==> config.mk <==
export PLATFORM = sky130hd
export DESIGN_NAME = tgi_blend
export DESIGN_NICKNAME = d
export VERILOG_FILES = /design/src/sv/tgi_pkg.sv /design/src/sv/tgi_blend.sv
export SDC_FILE = /design/constraint.sdc
export NUM_CORES = 2
export LEC_CHECK = 0
export ABC_CLOCK_PERIOD_IN_PS = 11700
export BUFFER_PORTS_ARGS = -buffer_cell sky130_fd_sc_hd__buf_4
export CAP_MARGIN = 20
export CORE_UTILIZATION = 55
export DETAILED_ROUTE_END_ITERATION = 10
export PLACE_DENSITY = 0.73
export RECOVER_POWER = 100
export SYNTH_ARGS = -nofsm -noshare
export SYNTH_HDL_FRONTEND = slang
export SYNTH_SLANG_ARGS = --single-unit
==> constraint.sdc <==
create_clock -name clk -period 11.7 [get_ports clk]
set_input_delay 2.34 -clock clk [delete_from_list [all_inputs] [get_ports clk]]
set_output_delay 2.34 -clock clk [all_outputs]
set_load 0.02 [all_outputs]
==> src/sv/tgi_pkg.sv <==
// Shared types, constants and helpers for the trilinear grid interpolator.
// No dependencies; every other file of the block imports this package.
`default_nettype none

package tgi_pkg;

	localparam int FIRST_AXIS_POINTS  = 16;
	localparam int SECOND_AXIS_POINTS = 16;
	localparam int THIRD_AXIS_POINTS  = 16;
	localparam int MAX_COMPONENTS     = 4;

	localparam int TABLE_DEPTH = FIRST_AXIS_POINTS * SECOND_AXIS_POINTS *
		THIRD_AXIS_POINTS * MAX_COMPONENTS;
	localparam int ADDR_W = $clog2(TABLE_DEPTH);

	localparam int MAX_POINTS_12 = (FIRST_AXIS_POINTS > SECOND_AXIS_POINTS) ?
		FIRST_AXIS_POINTS : SECOND_AXIS_POINTS;
	localparam int MAX_POINTS = (MAX_POINTS_12 > THIRD_AXIS_POINTS) ?
		MAX_POINTS_12 : THIRD_AXIS_POINTS;
	localparam int CELL_W = $clog2(MAX_POINTS);

	localparam int FRAC_W = 17;
	localparam int COMP_W = 2;
	localparam int COMP_LIMIT = (MAX_COMPONENTS < 4) ? MAX_COMPONENTS : 4;

	typedef logic [ADDR_W-1:0] addr_t;
	typedef logic [CELL_W-1:0] cell_t;
	typedef logic [FRAC_W-1:0] frac_t;

	localparam frac_t FRAC_ONE = frac_t'(65536);
	localparam cell_t FIRST_LAST_CELL  = cell_t'(FIRST_AXIS_POINTS - 2);
	localparam cell_t SECOND_LAST_CELL = cell_t'(SECOND_AXIS_POINTS - 2);
	localparam cell_t THIRD_LAST_CELL  = cell_t'(THIRD_AXIS_POINTS - 2);

	localparam logic MODE_WRITE = 1'b0;
	localparam logic MODE_QUERY = 1'b1;

	typedef enum logic [2:0] {
		CFG_FIRST_MIN,
		CFG_FIRST_INV_STEP,
		CFG_SECOND_MIN,
		CFG_SECOND_INV_STEP,
		CFG_THIRD_MIN,
		CFG_THIRD_INV_STEP,
		CFG_COMPONENT_COUNT
	} cfg_reg_t;

	typedef enum logic [1:0] {
		ST_IDLE,
		ST_LOCATE_A,
		ST_LOCATE_B,
		ST_RUN
	} state_t;

	typedef struct packed {
		logic               mode;
		logic [3:0]         write_first_index;
		logic [3:0]         write_second_index;
		logic [3:0]         write_third_index;
		logic [1:0]         write_component;
		logic signed [31:0] write_value;
		logic signed [31:0] query_first;
		logic signed [31:0] query_second;
		logic signed [31:0] query_third;
	} in_word_t;

	typedef struct packed {
		logic signed [31:0] blended_value;
		logic [1:0]         component_number;
		logic               last_component;
	} out_word_t;

	function automatic addr_t table_addr(input logic [31:0] i, input logic [31:0] j,
		input logic [31:0] k, input logic [31:0] c);
		logic [31:0] a;
		a = ((i * SECOND_AXIS_POINTS + j) * THIRD_AXIS_POINTS + k) * MAX_COMPONENTS + c;
		return a[ADDR_W-1:0];
	endfunction

endpackage

`default_nettype wire

==> src/sv/tgi_blend.sv <==
// Linear blend a*(1-f) + b*f with rounding, as a two-stage pipeline.
// Depends on tgi_pkg for the fraction type.
`default_nettype none

module tgi_blend (
	input  wire logic               clk,
	input  wire logic               issue,
	input  wire logic signed [31:0] a,
	input  wire logic signed [31:0] b,
	input  wire tgi_pkg::frac_t     f,
	output logic signed [31:0]      y
);
	import tgi_pkg::*;

	logic signed [32:0] diff;
	logic signed [50:0] prod;
	logic signed [50:0] prod_s1;
	logic signed [31:0] a_s1;
	logic signed [51:0] sum;
	logic signed [31:0] y_s2;

	assign diff = 33'(b) - 33'(a);
	assign prod = 51'(diff) * 51'($signed({1'b0, f}));

	always_ff @(posedge clk) begin
		if (issue) begin
			prod_s1 <= prod;
			a_s1    <= a;
		end
	end

	// a*65536 + (b-a)*f + 0.5, then an arithmetic shift gives the floor.
	assign sum = 52'(prod_s1) + (52'(a_s1) <<< 16) + 52'sd32768;

	always_ff @(posedge clk) begin
		y_s2 <= sum[47:16];
	end

	assign y = y_s2;

endmodule

`default_nettype wire

After elaboration in Yosys (flattened, before gate mapping)
Cells that the tools add are included.
Storage, ports and cells
  input bits: 83
  logic and storage cells: 7
  output and inout port bits: 32
  register bits: 112
Cells by class
  add/subtract/negate cells: 3
  multiply operators: 1
Operator list (number)
  48-bit by 17-bit adder with 48-bit output (second input constant): 1
  48-bit adder: 1
  33-bit by 18-bit multiplier with 48-bit output: 1
  32-bit by 32-bit subtractor with 33-bit output: 1

Depth between registers and ports, before layout
  word-level depth: 2
  depth in mapped cells: 36
  mapped depth without buffers: 35

Worst setup path after synthesis
No wires, ideal clock.
  path type: input -> register
  start point: in b[0]
  end point: reg prod_s1[47], data pin
  data required time: 11.441 ns
  path buffers: 1
  slack: 1.646 ns
  library setup time: 0.259 ns
  arrival: 9.794 ns
  cell stages on the path: 35
  cell sequence: inv_1 -> ha_1 -> fa_1 -> nand2b_1 -> a21oi_1 -> o21ai_2 -> o211ai_2 -> a31oi_4 -> o31ai_2 -> a21o_1 -> a21oi_2 -> xnor2_1 -> buf_6 -> and2_1 -> fa_1 -> inv_1 -> fa_1 -> fa_1 -> inv_1 -> fa_1 -> fa_1 -> inv_1 -> fa_1 -> inv_1 -> ha_1 -> a21o_1 -> a21o_1 -> a21o_1 -> a221oi_1 -> o21ai_1 -> a41o_1 -> nor4_1 -> nor3_1 -> a21oi_1 -> xnor2_1
On the way
  longest elaborated chain between the ends: 2
Ends and longest elaborated chain
  from (decl): RTL line tgi_blend.sv:9  | input wire logic signed [31:0] b,
  32-bit by 32-bit subtractor with 33-bit output: RTL line tgi_blend.sv:22  | assign diff = 33'(b) - 33'(a);
  33-bit by 18-bit multiplier with 48-bit output: RTL line tgi_blend.sv:23  | assign prod = 51'(diff) * 51'($signed({1'b0, f}));
  via prod[47]: RTL line tgi_blend.sv:16  | logic signed [50:0] prod;
  to (signal assigned): RTL line tgi_blend.sv:27  | prod_s1 <= prod;
  to (decl): RTL line tgi_blend.sv:17  | logic signed [50:0] prod_s1;
The timed path passes the listed nets, and every way through them passes these cells.
A chain may end at the register's enable or synchronous reset.

Worst setup path after layout
  start point: in a[1]
  end point: reg prod_s1[41], data pin
On the way
  longest elaborated chain between the ends: 2
Ends and longest elaborated chain
  from (decl): RTL line tgi_blend.sv:8  | input wire logic signed [31:0] a,
  32-bit by 32-bit subtractor with 33-bit output: RTL line tgi_blend.sv:22
  33-bit by 18-bit multiplier with 48-bit output: RTL line tgi_blend.sv:23
  via prod[41]: RTL line tgi_blend.sv:16
The timed path passes the listed nets, and every way through them passes these cells.

==> results.json <==
{
  "ant_nets": 0,
  "path_buf_inv": 7,
  "rows": 77,
  "status": "finished, violations left",
  "drv_slew": 66,
  "fillCellCount": 3870,
  "violations": "capacitance limit, slew limit",
  "cts_buffer_depth": 2,
  "synth_top_area_share_pct": 41.5,
  "stdcell_count": 3355,
  "crit_family": "adder cells",
  "initialDrtViolationCount": 1323,
  "r2r_start": "prod_s1[15]$_DFFE_PP_",
  "async_flop_share_pct": 0,
  "cts_tree": "yes",
  "critPathKind": "in -> reg",
  "grt_pass1_vias": 20400,
  "gp_congestion": 0.951,
  "syn_inst": 2706,
  "finalCritPeriodShare_pct": 96.6,
  "die_w_um": 215,
  "initial_core_util_pct": 56.0,
  "cp.required_ns": 11.79,
  "reg2reg_slack_ns": 8.17,
  "syn_nets": 3478,
  "finalHoldViolCount": 0,
  "crit_path_end_kind": "flip-flop",
  "routedWlPerCell_um": 19.4,
  "ys_seq_area_share_pct": 10.4,
  "portBuffers": 114,
  "r2r_end": "y[31]$_DFF_P_",
  "vias_per_cell": 5.49,
  "cts_buffers": 9,
  "cp_slowest_stage_delay_ns": 0.80,
  "max_cap_violations": 1,
  "syn2layout_area_growth_pct": 5.80,
  "drt_wl_total_um": 65000,
  "diodes": 0,
  "antenna_found_initial": 2,
  "overflow": 0,
  "netlist_top_cells_area": "fa_1, inv_1, ha_1, edfxtp_1, and2_1",
  "rsz0062_at_grt": "false",
  "ys_ff_latch": 97,
  "finalSetupViolCount": 0,
  "reg2reg_depth": 12,
  "synth_cell_types": 81,
  "dr_total_vias": 18400,
  "clock_skew_ns": 0.00860,
  "min_path_type": "reg -> reg",
  "clk_pin_slew_ns": 0.07,
  "grt_max_degree": 66,
  "hpwl_um": 51200,
  "path_common_cell": "fa_1",
  "slew_headroom_pct": -143,
  "cts_resized": 0,
  "start_kind": "input port",
  "design.final.nets": 3530,
  "min_from": "prod_s1[47]$_DFFE_PP_",
  "drt-pass1-iter-count": 5,
  "grt_pass1_wl_um": 107000,
  "cts-root-buf": "clkbuf_16",
  "drc": 0,
  "htreeDepth": 3,
  "worstMarginPinSlew_ns": 3.64,
  "synth_top_cell_by_area": "fa_1",
  "synth_edf_count": 65,
  "tns_ns": 0,
  "avgSynthCellArea_um2": 9.19,
  "io_pins": 115,
  "numClockSinks": 97,
  "post_cts_buffers": 0,
  "worstPathArrival_ns": 11.38,
  "ys.flop_type": "edfxtp_1",
  "whs_endpoint": "y[31]$_DFF_P_",
  "syn_area_um2": 24900,
  "clk_latency_ns": 0.35,
  "dp_cells": 3339,
  "grtUsageTotal_pct": 29.7,
  "hold_depth": 2,
  "yosysMostFrequentCell": "inv_1",
  "yosys_warnings": 0,
  "synth_commonest_cells": "inv_1, fa_1, nand2_1",
  "period_needed_ns": 11.30,
  "hold_buffers": 0,
  "fmax_mhz": 88.5,
  "design.core.area_um2": 44400,
  "die-area_um2": 46100,
  "drive_above_1_share_pct": 4.99,
  "die_y_um": 215,
  "crit_path_max_fanout": 7,
  "critical-path-slowest-cell": "xor2_1"
}
## tightest hold or removal path, cell delays in order, from the launching register on
cell      delay, ns
edfxtp_1       0.34
xor2_1         0.08
xnor2_1        0.12
## routing by layer
layer  GRT usage, %  part of all wire (%)
met1           39.2                    41
met4           7.40                   2.5
met2           50.7                    49
met5              0                 0.049
met3           5.11                   7.9
## cell families (layout without fill, tap and decap cells)
logic type | count (synthesis) | count (layout) | synth area share, %
mux | 34 | 34 | 1.44
fa+ha+maj | 689 | 689 | 50.3
xor+xnor | 101 | 101 | 3.56
flops | 97 | 97 | 10.4
compound gates | 244 | 244 | 6.93
buf+inv | 775 | 832 | 12.0
simple gates | 766 | 766 | 15.4
## worst max path at each step
stage / from / to / slack (ns) / cells after the start
after global placement: a[0] / prod_s1[30]$_DFFE_PP_ / 0.59 / 34
final: a[1] / prod_s1[41]$_DFFE_PP_ / 0.40 / 32
after global routing: a[1] / prod_s1[34]$_DFFE_PP_ / 0.12 / 35
after floorplan: b[0] / prod_s1[47]$_DFFE_PP_ / 1.65 / 35
after CTS: a[2] / prod_s1[41]$_DFFE_PP_ / 0.71 / 32
after detailed placement: a[2] / prod_s1[41]$_DFFE_PP_ / 0.37 / 32
## cell usage in the layout (no fill, tap or decap), types with 46 or more instances in the layout
cell type / count
xnor2_1: 71
fa_1: 516
clkbuf_1: 61
a21o_1: 46
buf_4: 84
inv_1: 663
edfxtp_1: 65
nor2_1: 54
a21oi_1: 71
and2_1: 249
nand2_1: 330
ha_1: 173
## stage by stage
| stage | setup slack, ns | utilization, % | hold WS (ns) | cell area (um2) |
|---|---|---|---|---|
| 5_1_grt | 0.115 | 59.2 | 0.611 | 26300 |
| 6_report | 0.401 | 59.2 | 0.579 | 26300 |
| 3_5_place_dp | 0.374 | 59.1 | 0.572 | 26300 |
| 4_1_cts | 0.711 | 59.8 | 0.584 | 26600 |
| 2_1_floorplan | 1.65 | - | 0.542 | 24900 |
| 3_3_place_gp | 0.588 | 59.1 | 0.575 | 26300 |
## state kept, by name (all words and copies together), names as in the netlist
register	flops
y	32
prod_s1	33
a_s1	32
## area by class of cell
type / count / area [um2] / area share (%)
timing repair buffer: 152 / 912 / 3.47
inverter: 664 / 2490 / 9.48
clock inverter: 6 / 57.6 / 0.219
multi-input combinational: 1834 / 19300 / 73.3
clock buffer: 10 / 239 / 0.909
tap: 592 / 741 / 2.82
sequential: 97 / 2590 / 9.86
Power is not shown: default switching activity piles up to over one toggle a cycle in this logic, so the estimate is an artifact.
