### config.mk
export PLATFORM = sky130hd
export DESIGN_NAME = tgi_locate
export DESIGN_NICKNAME = d
export VERILOG_FILES = /design/src/sv/tgi_pkg.sv /design/src/sv/tgi_locate.sv
export SDC_FILE = /design/constraint.sdc
export NUM_CORES = 2
export LEC_CHECK = 0
export ABC_AREA = 0
export BUFFER_PORTS_ARGS = -buffer_cell sky130_fd_sc_hd__buf_2
export CORE_MARGIN = 1.5
export CORE_UTILIZATION = 60
export DETAILED_ROUTE_END_ITERATION = 16
export HOLD_SLACK_MARGIN = 0.03
export PLACE_DENSITY_LB_ADDON = 0.1
export SLEW_MARGIN = 20
export SYNTH_ARGS = -nofsm -noshare
export SYNTH_HDL_FRONTEND = slang
export SYNTH_SLANG_ARGS = --single-unit
### constraint.sdc
create_clock -name clk -period 9.7 [get_ports clk]
set_input_delay 0.485 -clock clk [delete_from_list [all_inputs] [get_ports clk]]
set_output_delay 0.485 -clock clk [all_outputs]
set_load 0.02 [all_outputs]
### src/sv/tgi_pkg.sv
// Shared types, constants and helpers for the trilinear grid interpolator.
// No dependencies; every other file of the block imports this package.
`default_nettype none

package tgi_pkg;

	localparam int FIRST_AXIS_POINTS  = 16;
	localparam int SECOND_AXIS_POINTS = 16;
	localparam int THIRD_AXIS_POINTS  = 16;
	localparam int MAX_COMPONENTS     = 4;

	localparam int TABLE_DEPTH = FIRST_AXIS_POINTS * SECOND_AXIS_POINTS *
		THIRD_AXIS_POINTS * MAX_COMPONENTS;
	localparam int ADDR_W = $clog2(TABLE_DEPTH);

	localparam int MAX_POINTS_12 = (FIRST_AXIS_POINTS > SECOND_AXIS_POINTS) ?
		FIRST_AXIS_POINTS : SECOND_AXIS_POINTS;
	localparam int MAX_POINTS = (MAX_POINTS_12 > THIRD_AXIS_POINTS) ?
		MAX_POINTS_12 : THIRD_AXIS_POINTS;
	localparam int CELL_W = $clog2(MAX_POINTS);

	localparam int FRAC_W = 17;
	localparam int COMP_W = 2;
	localparam int COMP_LIMIT = (MAX_COMPONENTS < 4) ? MAX_COMPONENTS : 4;

	typedef logic [ADDR_W-1:0] addr_t;
	typedef logic [CELL_W-1:0] cell_t;
	typedef logic [FRAC_W-1:0] frac_t;

	localparam frac_t FRAC_ONE = frac_t'(65536);
	localparam cell_t FIRST_LAST_CELL  = cell_t'(FIRST_AXIS_POINTS - 2);
	localparam cell_t SECOND_LAST_CELL = cell_t'(SECOND_AXIS_POINTS - 2);
	localparam cell_t THIRD_LAST_CELL  = cell_t'(THIRD_AXIS_POINTS - 2);

	localparam logic MODE_WRITE = 1'b0;
	localparam logic MODE_QUERY = 1'b1;

	typedef enum logic [2:0] {
		CFG_FIRST_MIN,
		CFG_FIRST_INV_STEP,
		CFG_SECOND_MIN,
		CFG_SECOND_INV_STEP,
		CFG_THIRD_MIN,
		CFG_THIRD_INV_STEP,
		CFG_COMPONENT_COUNT
	} cfg_reg_t;

	typedef enum logic [1:0] {
		ST_IDLE,
		ST_LOCATE_A,
		ST_LOCATE_B,
		ST_RUN
	} state_t;

	typedef struct packed {
		logic               mode;
		logic [3:0]         write_first_index;
		logic [3:0]         write_second_index;
		logic [3:0]         write_third_index;
		logic [1:0]         write_component;
		logic signed [31:0] write_value;
		logic signed [31:0] query_first;
		logic signed [31:0] query_second;
		logic signed [31:0] query_third;
	} in_word_t;

	typedef struct packed {
		logic signed [31:0] blended_value;
		logic [1:0]         component_number;
		logic               last_component;
	} out_word_t;

	function automatic addr_t table_addr(input logic [31:0] i, input logic [31:0] j,
		input logic [31:0] k, input logic [31:0] c);
		logic [31:0] a;
		a = ((i * SECOND_AXIS_POINTS + j) * THIRD_AXIS_POINTS + k) * MAX_COMPONENTS + c;
		return a[ADDR_W-1:0];
	endfunction

endpackage

`default_nettype wire

### src/sv/tgi_locate.sv
// One axis: cell index and Q1.16 fraction from a coordinate, two pipeline stages.
// Depends on tgi_pkg for cell and fraction types.
`default_nettype none

module tgi_locate (
	input  wire logic               clk,
	input  wire logic signed [31:0] coord,
	input  wire logic signed [31:0] origin,
	input  wire logic [31:0]        inv_step,
	input  wire tgi_pkg::cell_t     last_cell,
	output tgi_pkg::cell_t          cell_idx,
	output tgi_pkg::frac_t          frac
);
	import tgi_pkg::*;

	logic signed [32:0] diff;
	logic               nonpos;
	logic [63:0]        prod_s1;
	logic               nonpos_s1;
	logic [31:0]        whole;
	cell_t              cell_s2;
	frac_t              frac_s2;

	assign diff   = 33'(coord) - 33'(origin);
	assign nonpos = diff[32] || (diff == 33'sd0);

	always_ff @(posedge clk) begin
		prod_s1   <= 64'(diff[31:0]) * 64'(inv_step);
		nonpos_s1 <= nonpos;
	end

	assign whole = prod_s1[63:32];

	always_ff @(posedge clk) begin
		if (nonpos_s1) begin
			cell_s2 <= '0;
			frac_s2 <= '0;
		end else if (whole > 32'(last_cell)) begin
			cell_s2 <= last_cell;
			frac_s2 <= FRAC_ONE;
		end else begin
			cell_s2 <= whole[CELL_W-1:0];
			frac_s2 <= {1'b0, prod_s1[31:16]};
		end
	end

	assign cell_idx = cell_s2;
	assign frac     = frac_s2;

endmodule

`default_nettype wire

# Word level (Yosys, flattened, before mapping)
# Index checks and enable logic that the tools add are counted.
dict set report totals {
  in_bits 101
  register_bits 86
  wordCells 13
}
dict set report op_classes {
  order_cmp 1
  reduce_logical 3
  n_mux 2
  multipliers 1
  addsub 1
}
# cell count
set op_table {}
lappend op_table {{multiplier 32 x 32 -> 64 bit} 1}
lappend op_table {{zero test 33 bit} 1}
lappend op_table {{subtractor 32 x 32 -> 33 bit} 1}
lappend op_table {{> comparator 32 x 4 -> 1 bit} 1}
lappend op_table {{2-to-1 mux 17 bit} 1}
lappend op_table {{2-to-1 mux 4 bit} 1}
lappend op_table {{OR reduction 2 bit} 1}
lappend op_table {{logical OR 1 bit} 1}

# Longest topological paths before layout
dict set report depth {
  depth_word 3
  ltp_mapped 39
}

# Worst setup path after synthesis
# No wires, ideal clock.
dict set report synth_timing {
  path_type {input -> register}
  startpoint {in coord[0]}
  endpoint {reg prod_s1[56]}
  path_stages 34
  arrival_time_ps 9217
  required_time_ps 9573
  slack_ps 356
  setup_ps 127
  path_buffers 2
  path_cell_list {inv_1 -> ha_1 -> inv_1 -> fa_1 -> a211oi_2 -> o21ai_1 -> a41o_1 -> o311ai_2 -> and3_1 -> nor3_1 -> or2_1 -> clkbuf_1 -> and2_1 -> fa_1 -> fa_1 -> fa_1 -> inv_1 -> fa_1 -> inv_1 -> fa_1 -> fa_1 -> fa_1 -> fa_1 -> ha_1 -> clkbuf_1 -> and3_1 -> nand4_1 -> nor3_1 -> and2_1 -> a221oi_2 -> a2111o_1 -> o21ai_2 -> a41oi_1 -> xnor2_1}
}
dict set report synth_between {
  elab_chain_len 2
}
# element line_no
set synth_lines {}
lappend synth_lines {{from (decl)} tgi_locate.sv:7} ;# input wire logic signed [31:0] coord,
lappend synth_lines {{subtractor 32 x 32 -> 33 bit} tgi_locate.sv:24} ;# assign diff = 33'(coord) - 33'(origin);
lappend synth_lines {{multiplier 32 x 32 -> 64 bit} tgi_locate.sv:28} ;# prod_s1 <= 64'(diff[31:0]) * 64'(inv_step);
lappend synth_lines {{to (signal assigned)} tgi_locate.sv:28}
lappend synth_lines {{to (decl)} tgi_locate.sv:18} ;# logic [63:0] prod_s1;
# Every way passes these cells.
# A chain may end at the register's enable or synchronous reset.

# Worst setup path after layout
dict set report layout_timing {
  startpoint {in coord[0]}
  endpoint {reg prod_s1[59]}
}
# Same word-level chain as after synthesis.

==> flow_summary.ini <==
[logic_synthesis]
yosys.area.top_type_share = 0.486
ys_warn_count = 0
synth_edf_count = 0
synth-main-ff-cell = dfxtp_1
synthArstFlopShare = 0
synthTopCellsByArea = fa_1, ha_1, inv_1
synthesis.nets = 5401
ys_types = 82
syn_avg_cell_area_sq_um = 8.99
synth_top_cell_by_area = fa_1
synth_cells = 4108
netlist_area_sq_um = 36900
ys_seq_elements = 70
synth_seq_area_share = 0.0380

[critical_path]
r2r-start = prod_s1[33]$_DFF_P_
startpoint_type = primary input
worstRegToRegCells = 9
cp-endpoint = prod_s1[59]$_DFF_P_
cp.arrival_ns = 9.70
cpMaxStageDelayCell = fa_1
cpPeakStageDelay_ns = 0.63
path_class = in2reg
critPathCaptureType = flip-flop
crit_top_cell = fa_1
cp-startpoint = coord[0]
required_ns = 9.93
rr_endpoint = frac[10]$_SDFF_PP0_
rrSetupSlack_ns = 7.06
worstPathMaxFanout = 8

[clock_network]
clock_latency_ns = 0.34
cts_made_buffers = 9
ctsHoldBuffers = 0
clock_path_buffers = 2
clk_pin_slew_worst_paths_ns = 0.06
cts_htree_levels = 3
cts_tree = built
clkSinkCount = 70
clock-root-buffer = clkbuf_16

[grt]
gr-usage-all-layers = 0.343
antenna_found_initial = 0
grt_pass1_vias = 31155
overflow = 0
grt_max_degree = 34
grt_pass1_wl_um = 166000

[detailed_routing]
final_antenna_net_count = 0
drc_errors = 0
dr.pass1.iters = 5
via_count = 28296
post_drt_wl_per_cell_um = 20.3
viasPerCell = 5.61
drt_iter0_markers = 1534
drt_wl_total_um = 103000

[floorplan]
die_y_um = 251
initial_utilization = 0.609
die_area_sq_um = 63000
die_w_um = 251
pin_count = 122
core_area_sq_um = 60600
rows = 90

[outcome]
status = complete, no violations

[final_layout]
nets = 5550
antenna_cells = 0
areaGrowthSynthToFinish_pct = 8.94
drive_gt1_frac = 0.100
instances_no_fill = 5044

[placed_design]
dp_hpwl_um = 85800
io_buffers = 121
dp_cells = 5026
gp_congestion = 0.968

[timing]
finClkSkew_ns = 0.00576
drv_slew = 0
max_slew_margin = 0.274
final.min_clock_period_ns = 9.47
hold_viol = 0
post-route-period-util = 0.976
fmax_mhz = 106
tightest_slew_ns = 1.09
final-setup-viol-count = 0

[min_path]
hp-class = in2reg

[job]
max_cap_viol_count = 0
## routing by layer
layer / global-route usage / routed length (um)
met1: 0.393 / 36600
met2: 0.616 / 53300
met3: 0.0327 / 4390
met4: 0.221 / 8280
met5: 0 / 0
## per-stage QoR
step	TNS [ns]	hold WS (ns)	utilization	setup WS, ns	instance area [sq um]
after global placement	-0.411	0.415	0.656	-0.0917	39700
final	0	0.400	0.664	0.232	40200
after detailed placement	-1.94	0.416	0.656	-0.274	39700
after CTS	0	0.393	0.661	0.0565	40100
after global routing	-0.0968	0.418	0.664	-0.0385	40200
after floorplan	0	0.406	-	0.356	36900
## worst max-delay path: cells and delay by family
kind,cells,cell delay [ns]
AO/OA/AOI/OAI,10,2.26
adder cells (fa/ha/maj),11,4.90
AND/OR/NAND/NOR,3,0.70
XOR/XNOR,1,0.14
buffers and inverters,10,1.18
## state kept, by name (all words and copies together), names as in the netlist
register   cells
cell_idx       4
frac          17
nonpos_s1      1
prod_s1       48
## how the worst min path moves through the flow
stage	startpoint	end	slack (ns)	cells after the start
2_1_floorplan	prod_s1[16]$_DFF_P_	frac[0]$_SDFF_PP0_	0.41	1
3_3_place_gp	prod_s1[27]$_DFF_P_	frac[11]$_SDFF_PP0_	0.41	1
3_5_place_dp	prod_s1[27]$_DFF_P_	frac[11]$_SDFF_PP0_	0.42	1
4_1_cts	last_cell[1]	cell_idx[1]$_SDFF_PP0_	0.39	3
5_1_grt	last_cell[1]	cell_idx[1]$_SDFF_PP0_	0.42	3
6_report	last_cell[1]	cell_idx[1]$_SDFF_PP0_	0.40	3
## synthesized netlist by cell type, drive strengths merged (11+ instances only)
library cell,instances
nor3,17
nand4,20
a31oi,11
nor4,15
clkbuf,219
or3,13
nor2b,34
nand2b,15
o21a,13
ha,296
xor2,23
inv,925
o21bai,14
fa,896
o21ai,46
and2,504
o211ai,14
nor2,51
a21oi,84
and3,69
xnor2,42
a21o,42
nand2,530
nand3,22
dfxtp,70
## repair_timing
item	4_1_cts	5_1_grt
setup endpoints to repair	0	21
hold endpoints to repair	0	0
resized for setup	0	26
buffers inserted	0	2
## layout by cell type, fill, tap and decap left out, types with 5 or more instances in the layout
cell and count:
nor3_1 14, nand3_1 22, a41oi_1 5, a21boi_0 5
xnor2_1 36, nand2b_1 15, o211a_1 6, o21ai_0 39
nand2_1 530, a31oi_1 11, a21oi_1 83, ha_1 296
buf_4 227, o21a_1 13, o21ai_1 5, and3_1 67
xnor2_2 5, dfxtp_1 70, xor2_2 5, nor2b_1 34
a21o_1 42, nor4_1 14, o211ai_1 14, or3_1 13
nor2_1 47, o21bai_1 14, and2_1 501, o31ai_1 5
clkbuf_16 9, xor2_1 17, buf_2 121, inv_1 925
nand4_1 20, buf_12 12, fa_1 895
## area by class of cell
| class | instances | area (sq um) |
|---|---|---|
| Clock inverter | 5 | 58.8 |
| Timing Repair Buffer | 364 | 2600 |
| Fill cell | 5126 | 20400 |
| Multi-Input combinational cell | 2887 | 31500 |
| Sequential cell | 70 | 1400 |
| Clock buffer | 11 | 243 |
| Tap cell | 782 | 978 |
| Inverter | 925 | 3470 |
## cells by family (layout without fill, tap and decap cells)
group                      after synthesis  after routing  share of synthesized area
muxes                                    4              4                    0.00108
and+or+nand+nor                       1316           1316                      0.184
DFF                                     70             70                     0.0380
xor gates and xnor gates                65             65                     0.0154
adders and majority gates             1192           1192                      0.586
AOI/OAI and AO/OA                      310            310                     0.0580
buffers and inverters                 1151           1305                      0.117
Power is not shown: default switching activity piles up to over one toggle a cycle in this logic, so the estimate is an artifact.
